===== config.mk =====
export PLATFORM = sky130hd
export DESIGN_NAME = dmm_cell
export DESIGN_NICKNAME = d
export VERILOG_FILES = /design/src/hdl/dmm_pkg.sv /design/src/hdl/dmm_cell.sv
export SDC_FILE = /design/constraint.sdc
export NUM_CORES = 1
export LEC_CHECK = 0
export ABC_AREA = 1
export BUFFER_PORTS_ARGS = -buffer_cell sky130_fd_sc_hd__buf_2
export CAP_MARGIN = 25
export CELL_PAD_IN_SITES_DETAIL_PLACEMENT = 0
export CELL_PAD_IN_SITES_GLOBAL_PLACEMENT = 1
export CORE_MARGIN = 2
export CORE_UTILIZATION = 51
export DETAILED_ROUTE_END_ITERATION = 16
export GPL_TIMING_DRIVEN = 0
export PLACE_DENSITY = 0.94
export SYNTH_ARGS = -nofsm -noshare
export SYNTH_HDL_FRONTEND = slang
export SYNTH_SLANG_ARGS = --single-unit

===== constraint.sdc =====
create_clock -name clk -period 4.54 [get_ports clk]
set_clock_uncertainty 0.1 [all_clocks]
set_input_delay 0 -clock clk [delete_from_list [all_inputs] [get_ports clk]]
set_output_delay 0 -clock clk [all_outputs]
set_load 0.005 [all_outputs]

===== src/hdl/dmm_pkg.sv =====
// shared types and constants for the dense matrix multiply core
// no dependencies
package dmm_pkg;

	localparam int DEF_MAX_DIM = 8;
	localparam int DATA_W = 16;
	localparam int SUM_W = 35;
	localparam int CFG_W = 4;
	localparam int CFG_IDX_W = 2;

	typedef enum logic [1:0] {
		OP_LOAD_A = 2'd0,
		OP_LOAD_B = 2'd1,
		OP_START  = 2'd2,
		OP_NONE   = 2'd3
	} op_t;

	typedef enum logic [CFG_IDX_W-1:0] {
		REG_ROWS_A    = 2'd0,
		REG_INNER_DIM = 2'd1,
		REG_COLS_B    = 2'd2,
		REG_NONE      = 2'd3
	} reg_idx_t;

	typedef enum logic [1:0] {
		ST_IDLE,
		ST_MAC,
		ST_DRAIN,
		ST_EMIT
	} state_t;

	// control shared by every cell of the chain
	typedef struct packed {
		logic mul_en;
		logic acc_en;
		logic acc_clr;
		logic shift;
	} cell_ctl_t;

endpackage


===== src/hdl/dmm_cell.sv =====
// one multiply-accumulate cell of the chain, one result column per cell
// depends on dmm_pkg
module dmm_cell (
	input  logic clk,
	input  logic arst_n,
	input  dmm_pkg::cell_ctl_t ctl,
	input  logic signed [dmm_pkg::DATA_W-1:0] a,
	input  logic signed [dmm_pkg::DATA_W-1:0] b,
	input  logic signed [dmm_pkg::SUM_W-1:0] shift_in,
	output logic signed [dmm_pkg::SUM_W-1:0] acc
);
	import dmm_pkg::*;

	logic signed [2*DATA_W-1:0] prod_s2;
	logic signed [SUM_W-1:0] acc_q;
	logic signed [SUM_W-1:0] base;

	assign base = ctl.acc_clr ? '0 : acc_q;
	assign acc = acc_q;

	always_ff @(posedge clk) begin
		if (ctl.mul_en) begin
			prod_s2 <= a * b;
		end
	end

	always_ff @(posedge clk or negedge arst_n) begin
		if (!arst_n) begin
			acc_q <= '0;
		end else if (ctl.acc_en) begin
			acc_q <= base + SUM_W'(prod_s2);
		end else if (ctl.shift) begin
			// results move one cell toward the output
			acc_q <= shift_in;
		end
	end
endmodule


==> impl_results.md <==
* Vias per cell at 5.146
* Port buffer count at 80
* Reg2reg end: acc[22]
* HP Class: in -> reg
* Dpl hpwl at 39250 µm
* Pre-Repair DR Iteration Count at 5
* Initial antenna violation count at 0
* Place WS at -1.297 ns
* Post-synthesis cell area at 0.01577 mm²
* Clock root cell: clkbuf_16
* Nets at 2833
* Synth cell count leaders: inv_1, nand2_1, fa_1, nor2_1, ha_1
* WHS Endpoint: prod_s2[0]
* Area of the multi-input gates at 0.01262 mm²
* Met3 Use GR at 2.958%
* Critical Path Sink Type: register
* Final Cycle Share at 108.2%
* Crit path time final at 4.911 ns
* Share of cells above drive strength 1 at 20.96%
* Asr flop ratio synth at 52.24%
* Reg2reg start: acc[0]
* Vias at 14320
* Cts bufs inserted at 9
* Clock Path Buffers at 2
* Final setup violating endpoints at 19
* Synth Instances at 2153
* Netlist cell types at 40
* Worst setup margin at -0.3707 ns
* H-tree levels at 3
* Residual DRC at 0
* Yosys reg bits at 67
* Failing checks: negative setup slack
* Die area at 0.03235 mm²
* Top Usage Layer GRT: met2
* Area grow syn2layout at 28.97%
* Clock transition at path regs at 0.06 ns
* Die width at 179.9 µm
* Yosys warns at 0
* Status: complete, but fails checks
* Initial DRC Count at 933
* Hold Vio Cnt, Final at 0
* Total length of routed wires at 48330 µm
* R2r setup slk at 1.28 ns
* IO Pins at 108
* GRT Total Usage at 30.23%
* Vias in the first global route at 15340
* Core region area at 0.03051 mm²
* Worst Tran Pin Value at 0.8585 ns
* Critical path fanouts, max at 8
* Clock sinks at 67
* GRT met2 Usage at 55.28%
* Initial Util at 51.70%
* Top cells by area, synth: fa_1, inv_1, nand2_1
* RSZ-0062 raised after global routing: true
* Max-cap violations at 0
* Grt total ovfl at 0
* Critical Path AT at 4.91 ns
* Slew Limit Fails at 0
* Worst Path Class, Setup: in -> reg
* Fmax at 0.2036 GHz
* Post-DR wirelength/cell at 17.37 µm
* Row count at 64
* Hold path cells at 3
* Worst path required time at 4.54 ns
* Startpoint Class: input port
* First-pass GRT wire length at 77440 µm
* Syn_area_per_cell at 7.326 µm²
* Reg2Reg Depth at 16
* Hold_sp: a[0]
* Pin count of the biggest net entering global routing at 36
* M1 GR Usage at 35.60%
* Synth top area share at 33.38%
* Register Area at 0.001837 mm²
* GPL Wtd Cong at 0.9527
* TritonCTS clock tree: done
* Antenna-violating nets left at 0
* Setup_tns at -4.675 ns
* Syn Nets at 2605
* Clock Latency Late Sink at 0.35 ns
* ANT cells at 0
* Fillcell total at 2517
* Cell accounting for the most synthesized area: fa_1
* Sequential area share after synthesis at 11.64%
* Hold_ws at 0.04479 ns
* Ys flop type: dfrtp_1
* Number of synthesized flops with an enable pin at 32
* Slew headroom at 42.77%
* Top-count cell post-synth: inv_1
* Die H at 179.9 µm
[stage by stage]
stage	cells	utilization, %	instance area [µm²]
finish	2782	66.68	20340
global route	2782	66.68	20340
global placement	2629	56.91	17360
detailed placement	2629	56.91	17360
floorplan	2153	-	16470
CTS	2759	64.86	19790
[state kept, by name, indices dropped and copies added (netlist names)]
name and cells:
prod_s2 32, acc 35
[cell families (layout without fill, tap and decap cells)]
kind of cell | after synthesis | count (layout) | share of synthesized area [%]
compound gates | 151 | 151 | 5.505
buf+inv | 659 | 892 | 15.71
simple gates | 850 | 850 | 21.95
xor+xnor | 47 | 47 | 2.610
flops | 67 | 67 | 11.64
fa+ha+maj | 379 | 379 | 42.58
[final cells by class]
| class | instances | share of cell area [%] |
|---|---|---|
| Multi-Input combinational cell | 1427 | 62.05 |
| Inverter | 585 | 10.87 |
| Sequential cell | 67 | 9.029 |
| Timing Repair Buffer | 217 | 8.635 |
| Buffer | 74 | 5.412 |
| Tap cell | 396 | 2.436 |
| Clock buffer | 9 | 1.107 |
| Clock inverter | 7 | 0.4551 |
[layer usage]
metal  share of wire (%)  routed length (µm)
met1                  40               19160
met2                  50               24410
met3                 4.8                2322
met4                 5.0                2438
met5                   0                   0
[worst max-delay path by stage]
stage,endpoint,depth (start not counted),start,slack (ns)
after floorplan,prod_s2[23],17,b[2],-0.46
after global placement,prod_s2[23],17,a[15],-1.26
after detailed placement,prod_s2[31],17,a[15],-1.30
after CTS,prod_s2[31],22,a[15],-0.32
after global routing,prod_s2[28],23,a[5],-0.56
final,prod_s2[31],21,b[3],-0.37
[placed cells by master, fill, tap and decap left out, drive strengths merged, types with 11 or more instances in the layout]
master,count
a21oi,79
nand2,592
dlygate4sd3,41
buf,187
dfrtp,35
nor2,141
o21bai,12
nor3,15
o21ai,36
fa,263
clkbuf,72
nand3,79
ha,116
xnor2,16
inv,584
xor2,31
edfxtp,32
nand4,11
[worst max-delay path: stages]
cell and delay, ns:
clkbuf_16 0.11, clkbuf_16 0.15, nand2_4 0.05, fa_2 0.61, inv_4 0.06, buf_4 0.12
buf_4 0.12, fa_1 0.46, fa_2 0.58, fa_1 0.44, fa_1 0.49, inv_1 0.05
fa_1 0.48, inv_2 0.04, ha_4 0.25, a21oi_4 0.20, a21boi_4 0.24, o21ai_2 0.11
a21oi_1 0.13, nand2_1 0.09, xnor2_1 0.13
[repair_timing]
action,in CTS,in global routing
hold buffers,41,0
endpoints found under the setup margin,23,22
pin swaps,108,68
gates cloned,1,1
gates resized for setup,236,96
hold endpoints to repair,70,0
setup buffers,72,22
Power is left out: the tool's default activity adds up to more than one toggle a clock period on the data nets, which glitch-free logic cannot reach.
